<file path="src/hdl/mdep_pkg.sv">
// Package: shared types, codes and the drum note map for the MIDI drum event parser.
package mdep_pkg;

  // Parser phase codes; codes beyond these are handled as a delta byte.
  typedef enum logic [3:0] {
    PH_DELTA     = 4'd0,
    PH_STATUS    = 4'd1,
    PH_META_TYPE = 4'd2,
    PH_META_LEN  = 4'd3,
    PH_META_SKIP = 4'd4,
    PH_SKIP2     = 4'd5,
    PH_SKIP1     = 4'd6,
    PH_NOTE_KEY  = 4'd7,
    PH_NOTE_VEL  = 4'd8
  } phase_t;

  localparam logic [7:0]  STATUS_META    = 8'hFF;
  localparam logic [7:0]  STATUS_CTRL    = 8'hB9;
  localparam logic [7:0]  STATUS_PROG    = 8'hC9;
  localparam logic [7:0]  STATUS_NOTE    = 8'h99;
  localparam logic [7:0]  META_SETTING   = 8'h21;
  localparam logic [7:0]  META_LEN_ONE   = 8'h01;
  localparam logic [27:0] DELTA_MAX      = 28'h0FFF_FFFF;
  localparam logic [27:0] DELTA_LIMIT    = DELTA_MAX >> 7;
  localparam logic [31:0] TICK_OUT_MAX   = 32'hFFFF_FFFF;

  localparam logic [3:0] DRUM_NONE   = 4'd0;
  localparam logic [3:0] DRUM_SNARE  = 4'd1;
  localparam logic [3:0] DRUM_TOM_LO = 4'd2;
  localparam logic [3:0] DRUM_TOM_MD = 4'd3;
  localparam logic [3:0] DRUM_TOM_HI = 4'd4;
  localparam logic [3:0] DRUM_HH_CL  = 4'd5;
  localparam logic [3:0] DRUM_RIDE   = 4'd6;
  localparam logic [3:0] DRUM_CRASH1 = 4'd7;
  localparam logic [3:0] DRUM_CRASH2 = 4'd8;
  localparam logic [3:0] DRUM_BASS   = 4'd10;
  localparam logic [3:0] DRUM_HH_OP  = 4'd11;

  typedef struct packed {
    logic [7:0] track_byte;
    logic       track_end;
  } byte_item_t;

  typedef struct packed {
    logic        hit;
    logic [3:0]  drum_code;
    logic [31:0] ticks_since_hit;
    logic        is_end;
    logic        setting_flag;
  } result_t;

  // Parser state other than the tick total, whose width is a parameter.
  typedef struct packed {
    phase_t      phase;
    logic [7:0]  running_status;
    logic [27:0] delta_accum;
    logic [7:0]  meta_kind;
    logic [7:0]  meta_remaining;
    logic [7:0]  held_note;
    logic        setting_seen;
  } parse_state_t;

  function automatic logic [3:0] drum_map(input logic [7:0] note);
    logic [3:0] code;
    case (note)
      8'd38:   code = DRUM_SNARE;
      8'd41:   code = DRUM_TOM_LO;
      8'd45:   code = DRUM_TOM_MD;
      8'd47:   code = DRUM_TOM_HI;
      8'd48:   code = DRUM_TOM_HI;
      8'd50:   code = DRUM_TOM_HI;
      8'd42:   code = DRUM_HH_CL;
      8'd51:   code = DRUM_RIDE;
      8'd49:   code = DRUM_CRASH1;
      8'd57:   code = DRUM_CRASH2;
      8'd36:   code = DRUM_BASS;
      8'd46:   code = DRUM_HH_OP;
      default: code = DRUM_NONE;
    endcase
    return code;
  endfunction

endpackage

</file>
<file path="src/hdl/mdep_ifs.sv">
// Interfaces: track byte channel and result channel of the MIDI drum event parser.
interface mdep_byte_if;
  logic       valid;
  logic       ready;
  logic [7:0] track_byte;
  logic       track_end;

  modport source (output valid, output track_byte, output track_end, input ready);
  modport sink   (input valid, input track_byte, input track_end, output ready);
endinterface

interface mdep_result_if;
  logic        valid;
  logic        ready;
  logic        hit;
  logic [3:0]  drum_code;
  logic [31:0] ticks_since_hit;
  logic        is_end;
  logic        setting_flag;

  modport source (output valid, output hit, output drum_code, output ticks_since_hit,
                  output is_end, output setting_flag, input ready);
  modport sink   (input valid, input hit, input drum_code, input ticks_since_hit,
                  input is_end, input setting_flag, output ready);
endinterface

</file>
<file path="src/hdl/mdep_in_stage.sv">
// Input register: holds one track byte until the parse stage takes it.
module mdep_in_stage (
  input  logic               clk,
  input  logic               rst,
  mdep_byte_if.sink          track,
  input  logic               take,
  output logic               q_valid,
  output mdep_pkg::byte_item_t q
);
  import mdep_pkg::*;

  assign track.ready = !q_valid || take;

  always_ff @(posedge clk) begin
    if (rst) begin
      q_valid <= 1'b0;
    end else if (track.valid && track.ready) begin
      q_valid <= 1'b1;
    end else if (take) begin
      q_valid <= 1'b0;
    end
  end

  always_ff @(posedge clk) begin
    if (track.valid && track.ready) begin
      q.track_byte <= track.track_byte;
      q.track_end  <= track.track_end;
    end
  end
endmodule

</file>
<file path="src/hdl/mdep_step.sv">
// Parse step: next parser state and optional result for one track byte.
module mdep_step #(
  parameter int TICK_BITS = 32
) (
  input  mdep_pkg::parse_state_t st,
  input  logic [TICK_BITS-1:0]   tick,
  input  mdep_pkg::byte_item_t   item,
  output mdep_pkg::parse_state_t st_next,
  output logic [TICK_BITS-1:0]   tick_next,
  output logic                   emit,
  output mdep_pkg::result_t      res
);
  import mdep_pkg::*;

  localparam int SUM_W = ((TICK_BITS > 28) ? TICK_BITS : 28) + 1;
  localparam logic [TICK_BITS-1:0] TICK_MAX = '1;

  function automatic logic [31:0] sat32(input logic [TICK_BITS-1:0] t);
    logic [63:0] ext;
    ext = 64'(t);
    return (ext > 64'(TICK_OUT_MAX)) ? TICK_OUT_MAX : ext[31:0];
  endfunction

  logic [7:0]       b;
  logic [27:0]      delta_new;
  logic [SUM_W-1:0] sum;
  logic             hit;
  logic [3:0]       code;
  logic [31:0]      hit_ticks;

  assign b = item.track_byte;
  // Saturate the delta once it would pass 28 bits.
  assign delta_new = (st.delta_accum > DELTA_LIMIT) ? DELTA_MAX
                                                    : {st.delta_accum[20:0], b[6:0]};
  assign sum = SUM_W'(tick) + SUM_W'(delta_new);

  always_comb begin
    st_next   = st;
    tick_next = tick;
    hit       = 1'b0;
    code      = DRUM_NONE;
    hit_ticks = sat32(tick);
    emit      = 1'b0;
    res       = '0;

    case (st.phase)
      PH_STATUS: begin
        if (b == STATUS_META) begin
          st_next.running_status = b;
          st_next.phase          = PH_META_TYPE;
        end else if (b == STATUS_CTRL) begin
          st_next.running_status = b;
          st_next.phase          = PH_SKIP2;
        end else if (b == STATUS_PROG) begin
          st_next.running_status = b;
          st_next.phase          = PH_SKIP1;
        end else if (b == STATUS_NOTE) begin
          st_next.running_status = b;
          st_next.phase          = PH_NOTE_KEY;
        end else if (st.running_status == STATUS_META) begin
          st_next.meta_kind = b;
          st_next.phase     = PH_META_LEN;
        end else if (st.running_status == STATUS_CTRL) begin
          st_next.phase = PH_SKIP1;
        end else if (st.running_status == STATUS_NOTE) begin
          st_next.held_note = b;
          st_next.phase     = PH_NOTE_VEL;
        end else begin
          st_next.phase = PH_DELTA;
        end
      end
      PH_META_TYPE: begin
        st_next.meta_kind = b;
        st_next.phase     = PH_META_LEN;
      end
      PH_META_LEN: begin
        st_next.meta_remaining = b;
        if (st.meta_kind == META_SETTING && b == META_LEN_ONE) begin
          st_next.setting_seen = 1'b1;
        end
        st_next.phase = (b == 8'd0) ? PH_DELTA : PH_META_SKIP;
      end
      PH_META_SKIP: begin
        st_next.meta_remaining = st.meta_remaining - 8'd1;
        if (st.meta_remaining == 8'd1) begin
          st_next.phase = PH_DELTA;
        end
      end
      PH_SKIP2: begin
        st_next.phase = PH_SKIP1;
      end
      PH_SKIP1: begin
        st_next.phase = PH_DELTA;
      end
      PH_NOTE_KEY: begin
        st_next.held_note = b;
        st_next.phase     = PH_NOTE_VEL;
      end
      PH_NOTE_VEL: begin
        if (b != 8'd0) begin
          hit       = 1'b1;
          code      = drum_map(st.held_note);
          tick_next = '0;
        end
        st_next.phase = PH_DELTA;
      end
      default: begin
        // Delta time byte, also taken for any unused phase code.
        st_next.delta_accum = delta_new;
        if (!b[7]) begin
          tick_next = (sum > SUM_W'(TICK_MAX)) ? TICK_MAX : sum[TICK_BITS-1:0];
          st_next.delta_accum = '0;
          st_next.phase       = PH_STATUS;
        end else begin
          st_next.phase = PH_DELTA;
        end
      end
    endcase

    if (item.track_end) begin
      // End byte: report the total, drop any hit, restart the parser.
      emit                = 1'b1;
      res.hit             = 1'b0;
      res.drum_code       = DRUM_NONE;
      res.ticks_since_hit = sat32(tick_next);
      res.is_end          = 1'b1;
      res.setting_flag    = st_next.setting_seen;
      st_next.phase          = PH_DELTA;
      st_next.running_status = '0;
      st_next.delta_accum    = '0;
      st_next.meta_kind      = '0;
      st_next.meta_remaining = '0;
      st_next.held_note      = '0;
      tick_next              = '0;
    end else if (hit) begin
      emit                = 1'b1;
      res.hit             = 1'b1;
      res.drum_code       = code;
      res.ticks_since_hit = hit_ticks;
      res.is_end          = 1'b0;
      res.setting_flag    = st_next.setting_seen;
    end
  end
endmodule

</file>
<file path="src/hdl/mdep_out_stage.sv">
// Result register: holds one result until the sink takes it.
module mdep_out_stage (
  input  logic              clk,
  input  logic              rst,
  input  logic              load,
  input  logic              emit,
  input  mdep_pkg::result_t d,
  output logic              free,
  mdep_result_if.source     result
);
  import mdep_pkg::*;

  result_t q;

  assign free = !result.valid || result.ready;

  always_ff @(posedge clk) begin
    if (rst) begin
      result.valid <= 1'b0;
    end else if (load) begin
      result.valid <= emit;
    end else if (result.ready) begin
      result.valid <= 1'b0;
    end
  end

  always_ff @(posedge clk) begin
    if (load && emit) begin
      q <= d;
    end
  end

  assign result.hit             = q.hit;
  assign result.drum_code       = q.drum_code;
  assign result.ticks_since_hit = q.ticks_since_hit;
  assign result.is_end          = q.is_end;
  assign result.setting_flag    = q.setting_flag;
endmodule

</file>
<file path="src/hdl/midi_drum_event_parser_unit.sv">
// Top level: MIDI drum track byte parser with registered input and result stages.
//
// Usage:
//   track  - sink channel, one MIDI track byte per transaction; track_end marks
//            the final byte of a track.
//   result - source channel, zero or one transaction per byte: a drum hit
//            (hit=1, drum_code, ticks_since_hit) or an end-of-track report
//            (is_end=1, ticks total as it stands). setting_flag shows the
//            sticky meta 0x21 flag.
//   Path: the accepting edge loads a byte into the input register; the
//   parse step then takes it once the result slot is free, loading any
//   result into the result register. Throughput: one byte per cycle while
//   no result waits on result.ready; the parse step is a single pass of
//   combinational logic, and the tick add and compare is its longest path.
//   Reset (rst, synchronous): both stages empty, parser expecting a delta
//   time, running status and tick total zero, setting flag cleared.
//   Stall: while a result waits on result.ready, the parse stage holds; the
//   input register can still take one byte if it is empty, then track.ready
//   drops.
//   An end byte restarts the parser but keeps the setting flag.
module midi_drum_event_parser_unit #(
  parameter int TICK_BITS = 32
) (
  input  logic          clk,
  input  logic          rst,
  mdep_byte_if.sink     track,
  mdep_result_if.source result
);
  import mdep_pkg::*;

  logic                 in_valid;
  byte_item_t           in_item;
  logic                 out_free;
  logic                 advance;

  parse_state_t         st;
  parse_state_t         st_next;
  logic [TICK_BITS-1:0] tick_total;
  logic [TICK_BITS-1:0] tick_total_next;
  logic                 emit;
  result_t              res;

  // Advance the parse stage whenever a byte is held and the result slot frees.
  assign advance = in_valid && out_free;

  mdep_in_stage u_in (
    .clk     (clk),
    .rst     (rst),
    .track   (track),
    .take    (advance),
    .q_valid (in_valid),
    .q       (in_item)
  );

  mdep_step #(
    .TICK_BITS (TICK_BITS)
  ) u_step (
    .st        (st),
    .tick      (tick_total),
    .item      (in_item),
    .st_next   (st_next),
    .tick_next (tick_total_next),
    .emit      (emit),
    .res       (res)
  );

  // Parser state: update only when a byte actually passes the parse step.
  always_ff @(posedge clk) begin
    if (rst) begin
      st.phase          <= PH_DELTA;
      st.running_status <= '0;
      st.delta_accum    <= '0;
      st.meta_kind      <= '0;
      st.meta_remaining <= '0;
      st.held_note      <= '0;
      st.setting_seen   <= 1'b0;
      tick_total        <= '0;
    end else if (advance) begin
      st         <= st_next;
      tick_total <= tick_total_next;
    end
  end

  mdep_out_stage u_out (
    .clk    (clk),
    .rst    (rst),
    .load   (advance),
    .emit   (emit),
    .d      (res),
    .free   (out_free),
    .result (result)
  );
endmodule

</file>
<file path="src/flat_wrapper.sv">
// flat-port wrapper written by rule: the top's interface ports become plain ports
module midi_drum_event_parser_unit_flat import mdep_pkg::*;
#(
  parameter int TICK_BITS = 32
)
  (clk, rst, track_valid, track_track_byte, track_track_end, track_ready, result_valid, result_hit, result_drum_code, result_ticks_since_hit, result_is_end, result_setting_flag, result_ready);
  mdep_byte_if track_i ();
  mdep_result_if result_i ();
  input  logic clk;
  input  logic rst;
  input wire logic [$bits(track_i.valid)-1:0] track_valid;
  input wire logic [$bits(track_i.track_byte)-1:0] track_track_byte;
  input wire logic [$bits(track_i.track_end)-1:0] track_track_end;
  output wire logic [$bits(track_i.ready)-1:0] track_ready;
  output wire logic [$bits(result_i.valid)-1:0] result_valid;
  output wire logic [$bits(result_i.hit)-1:0] result_hit;
  output wire logic [$bits(result_i.drum_code)-1:0] result_drum_code;
  output wire logic [$bits(result_i.ticks_since_hit)-1:0] result_ticks_since_hit;
  output wire logic [$bits(result_i.is_end)-1:0] result_is_end;
  output wire logic [$bits(result_i.setting_flag)-1:0] result_setting_flag;
  input wire logic [$bits(result_i.ready)-1:0] result_ready;
  assign track_i.valid = track_valid;
  assign track_i.track_byte = track_track_byte;
  assign track_i.track_end = track_track_end;
  assign track_ready = track_i.ready;
  assign result_valid = result_i.valid;
  assign result_hit = result_i.hit;
  assign result_drum_code = result_i.drum_code;
  assign result_ticks_since_hit = result_i.ticks_since_hit;
  assign result_is_end = result_i.is_end;
  assign result_setting_flag = result_i.setting_flag;
  assign result_i.ready = result_ready;
  midi_drum_event_parser_unit #(.TICK_BITS(TICK_BITS)) u_core (.clk(clk), .rst(rst), .track(track_i), .result(result_i));
endmodule
</file>
<file path="config.mk">
export PLATFORM = sky130hd
export DESIGN_NAME = midi_drum_event_parser_unit_flat
export DESIGN_NICKNAME = d
export VERILOG_FILES = /design/src/hdl/mdep_pkg.sv /design/src/hdl/mdep_ifs.sv /design/src/hdl/mdep_in_stage.sv /design/src/hdl/mdep_step.sv /design/src/hdl/mdep_out_stage.sv /design/src/hdl/midi_drum_event_parser_unit.sv /design/src/flat_wrapper.sv
export SDC_FILE = /design/constraint.sdc
export NUM_CORES = 1
export LEC_CHECK = 0
export BUFFER_PORTS_ARGS = -buffer_cell sky130_fd_sc_hd__buf_2
export CAP_MARGIN = 20
export CORE_ASPECT_RATIO = 0.9
export CORE_MARGIN = 2
export CORE_UTILIZATION = 45
export CTS_CLUSTER_SIZE = 16
export DETAILED_ROUTE_END_ITERATION = 7
export HOLD_SLACK_MARGIN = 0.1
export PLACE_DENSITY = 0.6
export SYNTH_ARGS = -nofsm -noshare
export SYNTH_HDL_FRONTEND = slang
export SYNTH_HIERARCHICAL = 1
export SYNTH_SLANG_ARGS = --single-unit
</file>
<file path="constraint.sdc">
create_clock -name clk -period 5.3 [get_ports clk]
set_input_delay 0.53 -clock clk [delete_from_list [all_inputs] [get_ports clk]]
set_output_delay 0.53 -clock clk [all_outputs]
set_load 0.05 [all_outputs]
</file>
==> impl_metrics.json <==
{
  "status": "finished clean",
  "power_density_nw_per_um2": 238,
  "synth.distinct_cells": 81,
  "netlist_area_um2": 10500,
  "cp_num_buf_inv": 1,
  "routed_wl_mm": 29.0,
  "wl_met2_mm": 12.9,
  "p_sw_mw": 0.785,
  "hold_class": "input pin to flip-flop",
  "grt_max_degree": 100,
  "critPathMaxStageDelay_ps": 540,
  "swShare_pct": 29.2,
  "antenna_found_initial": 0,
  "cts_made_buffers": 17,
  "synth_top_area_cell": "dfxtp_1",
  "rsz0062_at_grt": "no",
  "cts_setup_buffers": 0,
  "seq_area_frac_synth_pct": 32.5,
  "die_h_um": 149,
  "worstPathMaxFanout": 20,
  "slew_headroom_pct": 30.1,
  "area.growth.synth_to_final_pct": 7.42,
  "hold_end": "u_core/u_in/q[2]$_DFFE_PP_",
  "p_int_mw": 1.90,
  "period_minus_slack_ps": 4580,
  "hold_buffers": 0,
  "grt_pass1_wl_mm": 47.7,
  "path_class": "flip-flop to flip-flop",
  "cts_root_buf": "clkbuf_16",
  "synth_common_cells": "a21oi_1, nand2_1, nand3_1",
  "cts.sinks": 147,
  "cp.required_ps": 5580,
  "grt_usage_pct": 24.3,
  "drt_iter0_drc": 981,
  "combPwrFrac_pct": 10.2,
  "finalCritPeriodShare_pct": 86.4,
  "vdd_ir_drop_max_uv": 183,
  "syn_nets": 1345,
  "max_cap_viol_count": 0,
  "multi_input_area_um2": 6380,
  "portBuffers": 53,
  "worst_pin_slew_ps": 1050,
  "power.share.sequential_pct": 45.0,
  "vias": 9508,
  "reg2reg_to": "u_core/tick_total[26]$_SDFFE_PP0P_",
  "top_layer": "met4",
  "setup_viol": 0,
  "synth_seq_cells": 147,
  "finalNetCount": 1331,
  "final.setup.tns_ps": 0,
  "crit_chain": "nor4_1 -> nand2_1 -> nor2_1 -> inv_1 -> ha_1 -> fa_1 -> a211oi_1 -> o21ai_1 -> a21oi_1 -> a31oi_1 -> o21ai_4 -> or2_1 -> o21ai_1 -> a22oi_1 -> nor2_1 -> nand3_1 -> a21oi_1",
  "yosys.area.top_type_share_pct": 18.8,
  "slowest_stage": "or2_1",
  "hpwl_mm": 19.2,
  "critPathLaunch": "u_core/st[49]$_SDFFE_PP0P_",
  "grt_overflow": 0,
  "ff2ff_setup_slack_ps": 720,
  "whs_path_depth": 1,
  "yosys_warnings": 6,
  "synth_edf_count": 48,
  "ys_dominant_reg_cell": "dfxtp_1",
  "clock_latency_ps": 440,
  "r2r_cells": 17,
  "cts_tree": "done",
  "wl_met1_mm": 14.2,
  "synth.most_common_cell": "a21oi_1",
  "die_area_um2": 24600,
  "vias_per_cell": 5.95,
  "final_util_pct": 48.8,
  "first_global_vias": 8665,
  "core-area_um2": 23100,
  "dr_wl_met3_mm": 1.62,
  "drt.antenna.violating_nets": 0,
  "critPathTopFamily": "simple AND/OR/NAND/NOR gates",
  "max_freq_ghz": 0.218,
  "placementRows": 53,
  "diodes": 0,
  "dr.pass1.iters": 5,
  "cts.repair.resized": 0,
  "cp-start-kind": "flip-flop",
  "gp_congestion": 0.920,
  "drc": 0,
  "syn_area_per_cell_um2": 8.11,
  "pin_count": 54,
  "initial_core_util_pct": 45.5,
  "die_w_um": 165,
  "fin_ws_ps": 720,
  "post-place-ws_ps": 841,
  "clockBufferDepth": 2,
  "fill_cells": 2264,
  "p_clk_share_pct": 44.8,
  "finalHoldViolCount": 0,
  "syn-instance-count": 1298,
  "p_total_mw": 2.69,
  "reg2reg_from": "u_core/st[49]$_SDFFE_PP0P_",
  "hold_path.startpoint": "track_track_byte[1]",
  "cp.arrival_ps": 4860,
  "async_flop_share_pct": 0,
  "cts_max_level": 4,
  "worst_setup_path_end_kind": "flip-flop",
  "maxSlewViolCount": 0,
  "fin_worst_skew_ps": 16.0,
  "yosys-top-cells-area": "dfxtp_1, edfxtp_1, a21oi_1",
  "regArea_um2": 3430,
  "wl_per_cell_um": 18.1,
  "drive_gt1_share_pct": 17.4,
  "p_leak_nw": 4.15,
  "cts.clk_slew.worst_paths_ps": 70
}
==> worst register-to-register path: stages, from the launching register on <==
cell      delay [ps]
dfxtp_1          320
nor4_1           280
nand2_1          500
nor2_1           290
inv_1             90
ha_1             210
fa_1             410
a211oi_1         330
o21ai_1          170
a21oi_1          190
a31oi_1          170
o21ai_4          300
or2_1            540
o21ai_1          170
a22oi_1          230
nor2_1            60
nand3_1           90
a21oi_1           90
==> power by group through the flow <==
stage | clock, mW | combinational [mW] | sequential (mW)
finish | 1.20 | 0.275 | 1.21
global route | 1.27 | 0.297 | 1.21
CTS | 1.22 | 0.274 | 1.21
detailed placement | 0 | 0.273 | 1.23
global placement | 0 | 0.272 | 1.23
floorplan | 0 | 0.173 | 1.27
==> cell type report <==
| class | count | share of cell area, % |
|---|---|---|
| clock buffer | 17 | 3.76 |
| sequential | 147 | 30.3 |
| tap | 302 | 3.34 |
| timing repair buffer | 67 | 3.30 |
| inverter | 46 | 1.53 |
| clock inverter | 15 | 1.28 |
| multi-input combinational | 1005 | 56.5 |
==> cell usage in the layout, fill, tap and decap left out, types with 12 or more instances in the layout <==
cell / instances
edfxtp_1: 48
clkbuf_16: 17
buf_4: 15
ha_1: 33
a31oi_1: 12
inv_1: 46
nand3_1: 120
o21ai_0: 59
nor2_1: 115
o21ai_1: 25
buf_2: 52
a21bo_1: 62
xnor2_1: 18
nand2_1: 131
dfxtp_1: 98
a21o_1: 16
a21bo_2: 35
nor3_1: 17
a21oi_1: 133
a21oi_2: 58
==> through the flow <==
stage | instances | area (µm²) | hold WS (ps)
2_1_floorplan | 1298 | 10500 | 514
3_3_place_gp | 1567 | 10700 | 563
3_5_place_dp | 1567 | 10700 | 572
4_1_cts | 1599 | 11300 | 255
5_1_grt | 1599 | 11300 | 242
6_report | 1599 | 11300 | 264
==> flip-flops by register name (all words and copies together), names as in the netlist, 4 cells and up <==
| name | count |
|---|---|
| u_core/st | 65 |
| u_core/tick_total | 32 |
| u_core/u_out/result.ticks_since_hit | 32 |
| u_core/u_in/q | 9 |
| u_core/u_out/result.drum_code | 4 |
==> cells by family after synthesis <==
family	Yosys count	synth area share (%)
flip-flops	147	32.5
AND/OR/NAND/NOR	453	20.3
buffers and inverters	146	6.87
XOR/XNOR	26	2.16
AO/OA/AOI/OAI	482	33.1
multiplexers	10	0.951
adder cells (fa/ha/maj)	34	4.11
==> how the worst max path moves through the flow <==
| stage | to | slack (ps) | cells past startpoint |
|---|---|---|---|
| finish | u_core/tick_total[26]$_SDFFE_PP0P_ | 720 | 17 |
| detailed placement | u_core/tick_total[26]$_SDFFE_PP0P_ | 840 | 17 |
| global placement | u_core/tick_total[13]$_SDFFE_PP0P_ | 910 | 17 |
| CTS | u_core/tick_total[26]$_SDFFE_PP0P_ | 790 | 17 |
| floorplan | u_core/u_out/result.ticks_since_hit[1]$_DFFE_PP_ | 1710 | 17 |
| global route | u_core/tick_total[26]$_SDFFE_PP0P_ | 380 | 17 |
==> metal layers <==
metal	track usage [%]	vias up
met3	3.59	31
met5	0	-
met2	36.6	268
li1	-	4656
met4	5.57	0
met1	36.6	4553
No activity file was read; power rests on OpenSTA's default activity.
